$ cat src/ntt_twiddle_generator_top_assert.svh
// Assertion macros shared by the twiddle generator RTL.
// Included by the modules that check their own logic; needs no package.
`ifndef NTT_TWIDDLE_GENERATOR_TOP_ASSERT_SVH
`define NTT_TWIDDLE_GENERATOR_TOP_ASSERT_SVH
`ifndef SYNTHESIS
`define NTT_TW_ASSERT(lbl, clk, rst_n, prop, msg) \
	lbl: assert property (@(posedge clk) disable iff (!rst_n) (prop)) else $error(msg);
`define NTT_TW_ASSERT_ALWAYS(lbl, clk, prop, msg) \
	lbl: assert property (@(posedge clk) (prop)) else $error(msg);
`else
`define NTT_TW_ASSERT(lbl, clk, rst_n, prop, msg)
`define NTT_TW_ASSERT_ALWAYS(lbl, clk, prop, msg)
`endif
`endif

$ cat src/ntt_tw_pkg.sv
// Shared widths and register indexes of the twiddle generator.
// Used by ntt_tw_cfg and the top level; depends on nothing.
package ntt_tw_pkg;

	localparam int STAGE_W   = 3;
	localparam int POS_W     = 8;
	localparam int LOG_W     = 4;
	localparam int CFG_IDX_W = 3;

	typedef enum logic [CFG_IDX_W-1:0] {
		CFG_MODULUS  = 3'd0,
		CFG_LOG_SIZE = 3'd1,
		CFG_ORDERING = 3'd2,
		CFG_ROOT     = 3'd3,
		CFG_SCALE    = 3'd4
	} cfg_reg_t;

endpackage

$ cat src/ntt_tw_cfg.sv
// Configuration registers of the twiddle generator, with index decode.
// Depends on ntt_tw_pkg.
module ntt_tw_cfg
	import ntt_tw_pkg::*;
#(
	parameter int MAX_LOG_SIZE = 8,
	parameter int MOD_WIDTH    = 24,
	parameter int LEN_W        = 4
) (
	input  logic                 clk,
	input  logic                 arst_n,
	input  logic                 cfg_we,
	input  logic [CFG_IDX_W-1:0] cfg_index,
	input  logic [MOD_WIDTH-1:0] cfg_wdata,
	output logic [MOD_WIDTH-1:0] modulus,
	output logic [LEN_W-1:0]     len,
	output logic                 ordering_mode,
	output logic [MOD_WIDTH-1:0] root,
	output logic [MOD_WIDTH-1:0] scale
);

	logic [MOD_WIDTH-1:0] modulus_q;
	logic [LOG_W-1:0]     log_size_q;
	logic                 ordering_q;
	logic [MOD_WIDTH-1:0] root_q;
	logic [MOD_WIDTH-1:0] scale_q;

	always_ff @(posedge clk or negedge arst_n) begin
		if (!arst_n) begin
			modulus_q  <= MOD_WIDTH'(3329);
			log_size_q <= LOG_W'(7);
			ordering_q <= 1'b0;
			root_q     <= MOD_WIDTH'(17);
			scale_q    <= MOD_WIDTH'(1);
		end else if (cfg_we) begin
			unique case (cfg_reg_t'(cfg_index))
				CFG_MODULUS:  modulus_q  <= cfg_wdata;
				CFG_LOG_SIZE: log_size_q <= cfg_wdata[LOG_W-1:0];
				CFG_ORDERING: ordering_q <= cfg_wdata[0];
				CFG_ROOT:     root_q     <= cfg_wdata;
				CFG_SCALE:    scale_q    <= cfg_wdata;
				default: ;
			endcase
		end
	end

	// The number of stages in use saturates at the largest supported size.
	always_comb begin
		if (32'(log_size_q) > MAX_LOG_SIZE) begin
			len = LEN_W'(MAX_LOG_SIZE);
		end else begin
			len = LEN_W'(log_size_q);
		end
	end

	assign modulus       = modulus_q;
	assign ordering_mode = ordering_q;
	assign root          = root_q;
	assign scale         = scale_q;

endmodule

$ cat src/ntt_tw_modmul.sv
// Bit-serial modular multiplier: one bit of b per cycle, MSB first.
// Requires a below q; b may be any value. Depends on the assertion header.
`include "ntt_twiddle_generator_top_assert.svh"
module ntt_tw_modmul #(
	parameter int MOD_WIDTH = 24
) (
	input  logic                 clk,
	input  logic                 arst_n,
	input  logic                 start,
	input  logic [MOD_WIDTH-1:0] a,
	input  logic [MOD_WIDTH-1:0] b,
	input  logic [MOD_WIDTH-1:0] q,
	output logic                 done,
	output logic [MOD_WIDTH-1:0] res
);

	localparam int CNT_W = (MOD_WIDTH > 1) ? $clog2(MOD_WIDTH) : 1;

	logic                 busy_q;
	logic                 done_q;
	logic [CNT_W-1:0]     cnt_q;
	logic [MOD_WIDTH-1:0] a_q;
	logic [MOD_WIDTH-1:0] b_q;
	logic [MOD_WIDTH-1:0] q_q;
	logic [MOD_WIDTH-1:0] acc_q;

	logic [MOD_WIDTH:0]   dbl;
	logic [MOD_WIDTH:0]   q_ext;
	logic [MOD_WIDTH:0]   dbl_red;
	logic [MOD_WIDTH:0]   sum;
	logic [MOD_WIDTH-1:0] acc_nxt;

	always_comb begin
		q_ext   = {1'b0, q_q};
		dbl     = {acc_q, 1'b0};
		dbl_red = (dbl >= q_ext) ? dbl - q_ext : dbl;
		sum     = {1'b0, dbl_red[MOD_WIDTH-1:0]} + (b_q[MOD_WIDTH-1] ? {1'b0, a_q} : '0);
		if (sum >= q_ext) begin
			acc_nxt = MOD_WIDTH'(sum - q_ext);
		end else begin
			acc_nxt = sum[MOD_WIDTH-1:0];
		end
	end

	always_ff @(posedge clk or negedge arst_n) begin
		if (!arst_n) begin
			busy_q <= 1'b0;
			done_q <= 1'b0;
			cnt_q  <= '0;
		end else begin
			done_q <= 1'b0;
			if (start) begin
				busy_q <= 1'b1;
				cnt_q  <= CNT_W'(MOD_WIDTH - 1);
			end else if (busy_q) begin
				if (cnt_q == '0) begin
					busy_q <= 1'b0;
					done_q <= 1'b1;
				end else begin
					cnt_q <= cnt_q - CNT_W'(1);
				end
			end
		end
	end

	always_ff @(posedge clk) begin
		if (start) begin
			a_q   <= a;
			b_q   <= b;
			q_q   <= q;
			acc_q <= '0;
		end else if (busy_q) begin
			acc_q <= acc_nxt;
			b_q   <= {b_q[MOD_WIDTH-2:0], 1'b0};
		end
	end

	assign done = done_q;
	assign res  = acc_q;

	`NTT_TW_ASSERT_ALWAYS(a_busy_done_excl, clk, !arst_n || !(busy_q && done_q),
		"modmul busy and done together")
	`NTT_TW_ASSERT(a_start_when_free, clk, arst_n, start |-> !busy_q,
		"modmul started while busy")
	`NTT_TW_ASSERT(a_result_reduced, clk, arst_n, done_q |-> (acc_q < q_q),
		"modmul result not reduced")

endmodule

$ cat src/ntt_twiddle_generator_top.sv
// Top level of the NTT twiddle generator: sequencer, exponent decode, output word.
// Depends on ntt_tw_pkg, ntt_tw_cfg, ntt_tw_modmul and the assertion header.
//
//  channel  | handshake            | payload
//  cfg      | cfg_we               | cfg_index, cfg_wdata
//  req      | req_valid, req_stall | stage, position
//  rsp      | rsp_valid, rsp_stall | twiddle, range_error
//
// A valid request takes 2 + (L - 1) + popcount(exponent) modular products, each one
// worked out by the bit-serial multiplier one bit per cycle, before the word is handed off.
// A request that is out of range, or meets a zero modulus, goes straight to the output state.
// Reset clears control state only; the output word waits in its register while stalled.
`include "ntt_twiddle_generator_top_assert.svh"
module ntt_twiddle_generator_top
	import ntt_tw_pkg::*;
#(
	parameter int MAX_LOG_SIZE = 8,
	parameter int MOD_WIDTH    = 24
) (
	input  logic                 clk,
	input  logic                 arst_n,
	input  logic                 cfg_we,
	input  logic [CFG_IDX_W-1:0] cfg_index,
	input  logic [MOD_WIDTH-1:0] cfg_wdata,
	input  logic                 req_valid,
	output logic                 req_stall,
	input  logic [STAGE_W-1:0]   stage,
	input  logic [POS_W-1:0]     position,
	output logic                 rsp_valid,
	input  logic                 rsp_stall,
	output logic [MOD_WIDTH-1:0] twiddle,
	output logic                 range_error
);

	localparam int LEN_W = $clog2(MAX_LOG_SIZE + 1);
	localparam int IDX_W = (MAX_LOG_SIZE > 1) ? $clog2(MAX_LOG_SIZE) : 1;
	localparam int SH_W  = LEN_W + 1;
	localparam int NW    = POS_W + 1;

	typedef enum logic [6:0] {
		S_IDLE   = 7'b0000001,
		S_REDUCE = 7'b0000010,
		S_NEXT   = 7'b0000100,
		S_MUL    = 7'b0001000,
		S_SQR    = 7'b0010000,
		S_SCALE  = 7'b0100000,
		S_OUT    = 7'b1000000
	} state_t;

	logic [MOD_WIDTH-1:0] modulus;
	logic [LEN_W-1:0]     len;
	logic                 ordering_mode;
	logic [MOD_WIDTH-1:0] root;
	logic [MOD_WIDTH-1:0] scale;

	state_t                  state_q, state_nxt;
	logic [LEN_W-1:0]        m_q;
	logic [MAX_LOG_SIZE-1:0] exp_q;
	logic [MOD_WIDTH-1:0]    acc_q;
	logic [MOD_WIDTH-1:0]    pow_q;
	logic                    err_q;
	logic                    rsp_valid_q;
	logic [MOD_WIDTH-1:0]    rsp_twiddle_q;
	logic                    rsp_error_q;

	logic                    mm_start;
	logic [MOD_WIDTH-1:0]    mm_a;
	logic [MOD_WIDTH-1:0]    mm_b;
	logic                    mm_done;
	logic [MOD_WIDTH-1:0]    mm_res;

	logic                    req_fire;
	logic                    req_bad;
	logic                    q_zero;
	logic [MOD_WIDTH-1:0]    one_mod;
	logic [NW-1:0]           run_idx;
	logic [MAX_LOG_SIZE-1:0] run_ext;
	logic [MAX_LOG_SIZE-1:0] pos_ext;
	logic [MAX_LOG_SIZE-1:0] rev_run;
	logic [MAX_LOG_SIZE-1:0] rev_pos;
	logic [SH_W-1:0]         shift;
	logic [MAX_LOG_SIZE-1:0] exp_nxt;
	logic [IDX_W-1:0]        m_idx;
	logic [LEN_W-1:0]        m_inc;
	logic                    out_free;

	ntt_tw_cfg #(
		.MAX_LOG_SIZE(MAX_LOG_SIZE),
		.MOD_WIDTH   (MOD_WIDTH),
		.LEN_W       (LEN_W)
	) u_cfg (
		.clk          (clk),
		.arst_n       (arst_n),
		.cfg_we       (cfg_we),
		.cfg_index    (cfg_index),
		.cfg_wdata    (cfg_wdata),
		.modulus      (modulus),
		.len          (len),
		.ordering_mode(ordering_mode),
		.root         (root),
		.scale        (scale)
	);

	ntt_tw_modmul #(
		.MOD_WIDTH(MOD_WIDTH)
	) u_modmul (
		.clk   (clk),
		.arst_n(arst_n),
		.start (mm_start),
		.a     (mm_a),
		.b     (mm_b),
		.q     (modulus),
		.done  (mm_done),
		.res   (mm_res)
	);

	assign req_stall = (state_q != S_IDLE);
	assign req_fire  = req_valid && !req_stall;
	assign q_zero    = (modulus == '0);
	assign one_mod   = (modulus > MOD_WIDTH'(1)) ? MOD_WIDTH'(1) : '0;
	assign req_bad   = (32'(stage) >= 32'(len)) || ((position >> stage) != '0);
	assign m_idx     = m_q[IDX_W-1:0];
	assign m_inc     = m_q + LEN_W'(1);
	assign out_free  = !rsp_valid_q || !rsp_stall;

	// The exponent is a bit reversal over the stages in use, done as a full
	// reversal followed by a right shift.
	always_comb begin
		run_idx = (NW'(1) << stage) + NW'(position);
		run_ext = MAX_LOG_SIZE'(run_idx);
		pos_ext = MAX_LOG_SIZE'(position);
		for (int j = 0; j < MAX_LOG_SIZE; j++) begin
			rev_run[j] = run_ext[MAX_LOG_SIZE-1-j];
			rev_pos[j] = pos_ext[MAX_LOG_SIZE-1-j];
		end
		shift   = SH_W'(MAX_LOG_SIZE) - SH_W'(len);
		exp_nxt = ordering_mode ? (rev_pos >> (shift + SH_W'(1))) : (rev_run >> shift);
	end

	always_comb begin
		state_nxt = state_q;
		mm_start  = 1'b0;
		mm_a      = acc_q;
		mm_b      = pow_q;
		unique case (state_q) inside
			S_IDLE: begin
				if (req_fire) begin
					if (req_bad || q_zero) begin
						state_nxt = S_OUT;
					end else begin
						mm_start  = 1'b1;
						mm_a      = one_mod;
						mm_b      = root;
						state_nxt = S_REDUCE;
					end
				end
			end
			S_REDUCE: begin
				if (mm_done) begin
					state_nxt = S_NEXT;
				end
			end
			S_NEXT: begin
				if (m_q == len) begin
					mm_start  = 1'b1;
					mm_b      = scale;
					state_nxt = S_SCALE;
				end else if (exp_q[m_idx]) begin
					mm_start  = 1'b1;
					state_nxt = S_MUL;
				end else if (m_inc != len) begin
					mm_start  = 1'b1;
					mm_a      = pow_q;
					state_nxt = S_SQR;
				end
			end
			S_MUL, S_SQR: begin
				if (mm_done) begin
					state_nxt = S_NEXT;
				end
			end
			S_SCALE: begin
				if (mm_done) begin
					state_nxt = S_OUT;
				end
			end
			S_OUT: begin
				if (out_free) begin
					state_nxt = S_IDLE;
				end
			end
			default: state_nxt = S_IDLE;
		endcase
	end

	always_ff @(posedge clk or negedge arst_n) begin
		if (!arst_n) begin
			state_q     <= S_IDLE;
			rsp_valid_q <= 1'b0;
		end else begin
			state_q <= state_nxt;
			if (state_q == S_OUT && out_free) begin
				rsp_valid_q <= 1'b1;
			end else if (!rsp_stall) begin
				rsp_valid_q <= 1'b0;
			end
		end
	end

	always_ff @(posedge clk) begin
		unique case (state_q)
			S_IDLE: begin
				if (req_fire) begin
					acc_q <= (req_bad || q_zero) ? '0 : one_mod;
					err_q <= req_bad;
					exp_q <= exp_nxt;
					m_q   <= '0;
				end
			end
			S_REDUCE: begin
				if (mm_done) begin
					pow_q <= mm_res;
				end
			end
			S_NEXT: begin
				if (m_q != len && !exp_q[m_idx] && m_inc == len) begin
					m_q <= m_inc;
				end
			end
			S_MUL: begin
				if (mm_done) begin
					acc_q        <= mm_res;
					exp_q[m_idx] <= 1'b0;
				end
			end
			S_SQR: begin
				if (mm_done) begin
					pow_q <= mm_res;
					m_q   <= m_inc;
				end
			end
			S_SCALE: begin
				if (mm_done) begin
					acc_q <= mm_res;
				end
			end
			S_OUT: begin
				if (out_free) begin
					rsp_twiddle_q <= acc_q;
					rsp_error_q   <= err_q;
				end
			end
			default: ;
		endcase
	end

	assign rsp_valid   = rsp_valid_q;
	assign twiddle     = rsp_twiddle_q;
	assign range_error = rsp_error_q;

	`NTT_TW_ASSERT(a_accept_leaves_idle, clk, arst_n, req_fire |=> (state_q != S_IDLE),
		"accepted word did not start work")
	`NTT_TW_ASSERT(a_done_in_op, clk, arst_n,
		mm_done |-> (state_q == S_REDUCE || state_q == S_MUL || state_q == S_SQR ||
			state_q == S_SCALE),
		"product finished outside an operation")
	`NTT_TW_ASSERT(a_error_zero, clk, arst_n,
		(rsp_valid_q && rsp_error_q) |-> (rsp_twiddle_q == '0),
		"flagged word carries a nonzero twiddle")
	`NTT_TW_ASSERT(a_start_from_seq, clk, arst_n,
		mm_start |-> (state_q == S_IDLE || state_q == S_NEXT),
		"product started outside a decision state")

endmodule
$ cat config.mk
export PLATFORM = sky130hd
export DESIGN_NAME = ntt_twiddle_generator_top
export DESIGN_NICKNAME = d
export VERILOG_FILES = /design/src/ntt_tw_pkg.sv /design/src/ntt_tw_cfg.sv /design/src/ntt_tw_modmul.sv /design/src/ntt_twiddle_generator_top.sv
export VERILOG_INCLUDE_DIRS = /design/src /design/src/src
export SDC_FILE = /design/constraint.sdc
export NUM_CORES = 1
export LEC_CHECK = 0
export BUFFER_PORTS_ARGS = -buffer_cell sky130_fd_sc_hd__buf_2
export CAP_MARGIN = 40
export CORE_MARGIN = 4
export CORE_UTILIZATION = 45
export DETAILED_ROUTE_END_ITERATION = 10
export GPL_TIMING_DRIVEN = 1
export PLACE_DENSITY_LB_ADDON = 0.25
export SLEW_MARGIN = 5
export SYNTH_ARGS = -nofsm -noshare
export SYNTH_HDL_FRONTEND = slang
export SYNTH_SLANG_ARGS = --single-unit
$ cat constraint.sdc
create_clock -name clk -period 5.7 [get_ports clk]
set_input_delay 0.285 -clock clk [delete_from_list [all_inputs] [get_ports clk]]
set_output_delay 0.285 -clock clk [all_outputs]
set_load 0.01 [all_outputs]
==> run_results.csv, run 1 <==
group,metric,value,unit
global_route,grt_overflow,0,
timing,fin_ws,-0.333,ns
clock_tree,cts_tree,"built",
timing,drv_slew,0,
floorplanning,core_area,37000,µm²
timing,min_period_over_period,106,%
yosys,synth_seq_area_share,44.4,%
timing,hold_slack,0.0183,ns
yosys,synth_edf_count,158,
floorplanning,rows,70,
global_route,grt_use_total,24.1,%
setup_path,critPathLaunch,"u_modmul.q_q[16]$_DFFE_PP_",
floorplanning,initial_core_util,46.0,%
layout,final_area,22400,µm²
routing,ant_nets,0,
clock_tree,cts_sinks,274,
timing,finClkSkew,0.0246,ns
run_status,outcome,"complete, but fails checks",
timing,final.setup.tns,-6.32,ns
routing,first_pass_iters,6,
floorplanning,die_width,202,µm
timing,fmax,166,MHz
yosys,yosys_warnings,0,
layout,antenna_cells,0,
timing,finalSetupViolations,24,
setup_path,crit_type,"reg -> reg",
timing,rsz0062_at_grt,"true",
floorplanning,io_pins,70,
setup_path,end_kind,"flip-flop",
yosys,synth_fp_nets,1753,
floorplanning,die_area,40900,µm²
setup_path,cp.arrival,6.53,ns
setup_path,worst_path_max_delay_cell,"or3_1",
yosys,async_flop_share,33.6,%
routing,wl,50600,µm
setup_path,cp_data_required_time,6.19,ns
place,place_ws,-0.575,ns
run_status,violations,"setup timing",
yosys,yosys_register_bits,274,
layout,synthToLayoutAreaGrowth,31.6,%
routing,drtIter0Drc,1079,
global_route,met1_usage,35.7,%
global_route,grt.busiest_layer,"met2",
timing,slew_headroom,52.5,%
global_route,grt_pass1_vias,13900,
layout,drive_gt1_share,37.0,%
setup_path,slowest_delay,0.44,ns
global_route,grt_pass1_wl,78800,µm
place,hpwl,37800,µm
setup_path,reg2reg_from,"u_modmul.q_q[16]$_DFFE_PP_",
floorplanning,dieHeight,202,µm
yosys,synth_top_flop_cell,"edfxtp_1",
routing,vias,14000,
global_route,grt_use_met2,38.0,%
clock_tree,clk_pin_slew,0.07,ns
place,globalplace.congestion,0.945,
global_route,grt_max_degree,108,
global_route,grt_util_met3,3.42,%
layout,nets,2125,
place,port-buffer-count,69,
clock_tree,root_buffer,"clkbuf_16",
setup_path,crit_fanout,7,
routing,drcViolationCount,0,
clock_tree,htree_levels,1,
yosys,synthCells,1619,
clock_tree,clk-insertion-delay-late,0.59,ns
routing,via_per_inst,5.57,
run,max_cap_violations,0,
timing,hold_viol_final,0,
place,dpl_cell_area,19800,µm²
min_path,min-delay-start,"cfg_wdata[2]",
setup_path,crit_path_start_kind,"flip-flop",
global_route,antenna_found_initial,1,
clock_tree,cts_buffers,30,
yosys,synth_cell_types,98,
yosys,avgSynthCellArea,10.5,µm²
yosys,syn_area,17000,µm²
timing,fin_crit,6.03,ns
clock_tree,cts_buffer_depth,3,
timing,max_slew.worst_pin.slew,0.711,ns
routing,wl_per_cell,20.1,µm
min_path,worstHoldPathType,"in -> reg",
layout by cell type, fill, tap and decap left out, types with 14 or more instances in the layout:
cell / instances
ha_1: 65
nand2_1: 133
mux2i_1: 43
o21ai_0: 62
a21oi_1: 79
nand4_1: 14
buf_6: 21
and2_1: 51
xor2_1: 27
a22oi_1: 15
nand2b_1: 17
xnor2_1: 34
a21o_1: 25
dlygate4sd3_1: 24
o221ai_1: 14
o21a_1: 28
nand3_1: 21
nor2_1: 98
dfxtp_1: 24
clkbuf_16: 30
dfrtp_1: 80
buf_2: 68
inv_1: 53
nor3_1: 34
edfxtp_1: 158
o21ai_1: 16
a211oi_2: 26
mux2_2: 78
buf_4: 293
ha_4: 20
nor2_2: 15
cell usage after synthesis, drive strengths merged (34+ instances only):
cell | n | share of area (%)
o21ai | 82 | 2.4
clkbuf | 38 | 0.84
and2 | 56 | 2.1
ha | 87 | 6.4
edfxtp | 158 | 28
mux2 | 78 | 5.2
buf | 38 | 1.7
dfrtp | 81 | 12
xnor2 | 44 | 2.3
mux2i | 55 | 3.2
a21oi | 93 | 2.8
nand2 | 144 | 3.2
nor3 | 39 | 1.2
nor2 | 113 | 2.6
a211oi | 34 | 2.2
inv | 63 | 1.4
metrics by stage:
stage	instances	utilization, %
finish	2519	60.5
global route	2519	60.5
CTS	2514	59.9
detailed placement	2408	53.7
global placement	2403	53.5
floorplan	1619	-
layer usage:
metal	wire length, µm	part of all wire (%)	vias to the layer above
li1	-	-	6756
met1	24300	48	6834
met2	22700	45	372
met3	2590	5.1	63
met4	1050	2.1	2
met5	13	0.026	-
final timing paths:
check | end | slack [ns] | cells past startpoint
setup / recovery | u_modmul.res[22]$_SDFFE_PP0P_ | -0.33 | 27
hold / removal | u_cfg.scale[2]$_DFFE_PN0P_ | 0.02 | 2
setup reg to reg | u_modmul.res[22]$_SDFFE_PP0P_ | -0.33 | 27
hold reg to reg | range_error$_DFFE_PP_ | 0.43 | 0
max in group asynchronous | u_cfg.modulus[10]$_DFFE_PN1P_ | 4.70 | 4
min in group asynchronous | state_q[4]$_DFFE_PN0P_ | 0.11 | 2
area by class of cell:
class / count / area [µm²]
fillers: 3052 / 14600
multi-input cells: 1206 / 9790
flip-flops and latches: 274 / 7540
repair buffers: 416 / 3210
clock buffers: 41 / 832
well taps: 504 / 631
inverters: 63 / 236
clock inverters: 15 / 135
cell families after synthesis:
group	count (synthesis)	synth area share, %
AO/OA/AOI/OAI	418	18.0
XOR/XNOR	72	3.79
adder cells (fa/ha/maj)	91	6.88
buffers and inverters	139	3.94
flip-flops	274	44.4
multiplexers	134	8.54
AND/OR/NAND/NOR	491	14.5
worst max-delay path, delay by kind of cell, from the launching register on:
family / cells / cell delay (ns)
AO/OA/AOI/OAI: 9 / 1.90
XOR/XNOR: 2 / 0.31
adder cells (fa/ha/maj): 3 / 0.87
buffers and inverters: 4 / 0.44
flip-flops: 1 / 0.35
multiplexers: 1 / 0.11
AND/OR/NAND/NOR: 8 / 1.92
sequential cells by signal, indices dropped and copies added (netlist names), 4 cells and up:
signal            cells
state_q               7
u_modmul.a_q         24
twiddle              24
u_cfg.scale          24
u_cfg.root           24
pow_q                24
u_modmul.q_q         24
u_modmul.b_q         24
acc_q                24
m_q                   4
exp_q                 8
u_cfg.log_size_q      4
u_cfg.modulus        24
u_modmul.res         24
u_modmul.cnt_q        5
timing repair:
action	4_1_cts	5_1_grt
hold endpoints to repair	85	0
resized for setup	160	43
setup buffers	25	8
endpoints found under the setup margin	24	24
pin swaps	66	49
hold buffers	24	0
cloned	1	0
Power of run 1 is left out: the tool's default activity adds up to more than one toggle a clock period on the data nets, which glitch-free logic cannot reach.
==> inputs of run 2 (changes only) <==
Settings changed: PLACE_DENSITY set to 0.62, PLACE_DENSITY_LB_ADDON 0.25 to unset.
==> run 2 against run 1 <==
The run still ends with setup timing left; sequential share of layout area is essentially flat; via count grew 1.0%; maximum frequency shrank 1.9%; register-to-register slack lost 0.12 ns; flip-flop and latch count is the same; clock skew grew 0.0084 ns; utilization is essentially flat; clock-buffer cell count shrank 8; setup slack lost 0.12 ns.
==> run_results.csv, run 2 (same netlist as run 1, synthesis figures left out) <==
group,metric,value,unit
layout,final_util,60.5,%
floorplanning,core_area,37000,µm²
clock_tree,cts_buffers,31,
setup_path,worst_path_max_delay_cell,"ha_1",
place,hpwl,38800,µm
timing,hold_slack,0.0347,ns
routing,vias,14200,
timing,finClkSkew,0.0330,ns
routing,via_per_inst,5.58,
timing,hold_viol_final,0,
clock_tree,clk-insertion-delay-late,0.59,ns
layout,final_cell_mix,"buf_4 (325), edfxtp_1 (158), nand2_1 (135), nor2_1 (100), dfrtp_1 (80)",
place,port-buffer-count,69,
min_path,hold_end,"u_cfg.modulus[1]$_DFFE_PN0P_",
clock_tree,cts_buffer_depth,3,
layout,drive_gt1_share,37.2,%
routing,drtIter0Drc,969,
floorplanning,dieHeight,202,µm
routing,wl_per_cell,20.1,µm
setup_path,reg2reg_setup_slack,-0.45,ns
run_status,outcome,"complete, but fails checks",
clock_tree,cts_sinks,274,
setup_path,end_kind,"flip-flop",
floorplanning,die_width,202,µm
timing,finalSetupViolations,24,
timing,fin_crit,6.15,ns
setup_path,crit_type,"reg -> reg",
global_route,grt_use_total,24.1,%
timing,min_period_over_period,108,%
layout,fin_cells,2540,
timing,max_slew.worst_pin.slew,0.817,ns
layout,layout_commonest_cell,"buf_4",
timing,slew_headroom,45.6,%
global_route,grt_pass1_vias,13900,
clock_tree,htree_levels,1,
routing,ant_nets,0,
setup_path,reg2reg_from,"u_modmul.q_q[1]$_DFFE_PP_",
min_path,hold_path_depth,2,
global_route,grt_overflow,0,
setup_path,path_common_cell,"buf_4",
global_route,grt_max_degree,64,
layout,antenna_cells,0,
timing,rsz0062_at_grt,"true",
clock_tree,cts_tree,"built",
layout,nets,2147,
clock_tree,root_buffer,"clkbuf_16",
setup_path,reg2reg_depth,31,
routing,first_pass_iters,5,
timing,drv_slew,0,
timing,fin_ws,-0.450,ns
setup_path,cp_data_required_time,6.16,ns
layout,synthToLayoutAreaGrowth,31.5,%
setup_path,cp.arrival,6.61,ns
clock_tree,clk_pin_slew,0.06,ns
routing,drcViolationCount,0,
floorplanning,initial_core_util,46.0,%
min_path,worstHoldPathType,"in -> reg",
floorplanning,rows,70,
global_route,grt_pass1_wl,78400,µm
setup_path,reg2reg_to,"u_modmul.res[22]$_SDFFE_PP0P_",
floorplanning,die_area,40900,µm²
routing,wl,51000,µm
place,dpl.cell_count,2410,
setup_path,crit_path_start_kind,"flip-flop",
floorplanning,io_pins,70,
run_status,violations,"setup timing",
min_path,min-delay-start,"cfg_wdata[1]",
setup_path,crit_fanout,7,
setup_path,slowest_delay,0.39,ns
run,max_cap_violations,0,
place,globalplace.congestion,0.952,
global_route,antenna_found_initial,1,
timing,fmax,163,MHz
## run 2: changes by cell type in the layout (fill, tap and decap cells not counted), moves of 4 or more
cell	before	now
buf_4	293	325
buf_6	21	11
clkbuf_1	7	2
clkinv_2	3	8
mux2i_1	43	38
mux2i_2	11	16
a31oi_4	5	1
clkbuf_8	4	0
## run 2: worst max path at each step
stage                               startpoint                       endpoint  cells past startpoint
floorplan           u_modmul.q_q[14]$_DFFE_PP_   u_modmul.res[0]$_SDFFE_PP0P_                     28
global placement    u_modmul.q_q[18]$_DFFE_PP_   u_modmul.res[7]$_SDFFE_PP0P_                     27
detailed placement  u_modmul.q_q[18]$_DFFE_PP_   u_modmul.res[3]$_SDFFE_PP0P_                     27
CTS                  u_modmul.q_q[1]$_DFFE_PP_  u_modmul.res[22]$_SDFFE_PP0P_                     28
global route         u_modmul.q_q[1]$_DFFE_PP_   u_modmul.res[0]$_SDFFE_PP0P_                     29
finish               u_modmul.q_q[1]$_DFFE_PP_  u_modmul.res[22]$_SDFFE_PP0P_                     31
## run 2: area by class of cell
type,count,area (µm²)
fillers,3113,14600
clock inverters,23,214
repair buffers,437,3340
flip-flops and latches,274,7540
well taps,504,631
clock buffers,33,783
inverters,63,236
multi-input cells,1206,9610
## run 2: worst max-delay path, delay by kind of cell (launching register included)
family	cells	cell delay, ns
buffers and inverters	9	1.18
multiplexers	2	0.60
AND/OR/NAND/NOR	7	0.98
adder cells (fa/ha/maj)	3	0.93
XOR/XNOR	1	0.15
AO/OA/AOI/OAI	9	1.77
flip-flops	1	0.38
## run 2: per-stage QoR
stage | setup TNS [ns] | instance area (µm²) | setup WS (ns)
2_1_floorplan | 0 | 17000 | 0.00167
6_report | -9.85 | 22400 | -0.450
3_3_place_gp | -19.08 | 19800 | -0.822
5_1_grt | -14.53 | 22400 | -0.642
4_1_cts | -4.38 | 21800 | -0.230
3_5_place_dp | -20.25 | 19800 | -0.877
## run 2: what timing repair did
action / in CTS / in global routing
endpoints found under the hold margin: 90 / 0
pin swaps: 70 / 62
gates resized for setup: 102 / 70
setup buffers: 29 / 20
hold buffers: 24 / 0
cloned: 0 / 1
setup endpoints to repair: 24 / 24
## run 2: per-layer routing
| layer | up-vias | share of wire [%] | wire [µm] | global-route usage (%) |
|---|---|---|---|---|
| li1 | 6777 | - | - | - |
| met1 | 6917 | 47 | 24100 | 36.0 |
| met2 | 406 | 44 | 22400 | 37.0 |
| met3 | 69 | 6.8 | 3450 | 4.14 |
| met4 | 0 | 2.0 | 1030 | 4.78 |
| met5 | - | 0 | 0 | 0 |
Power of run 2 is left out for the same reason.
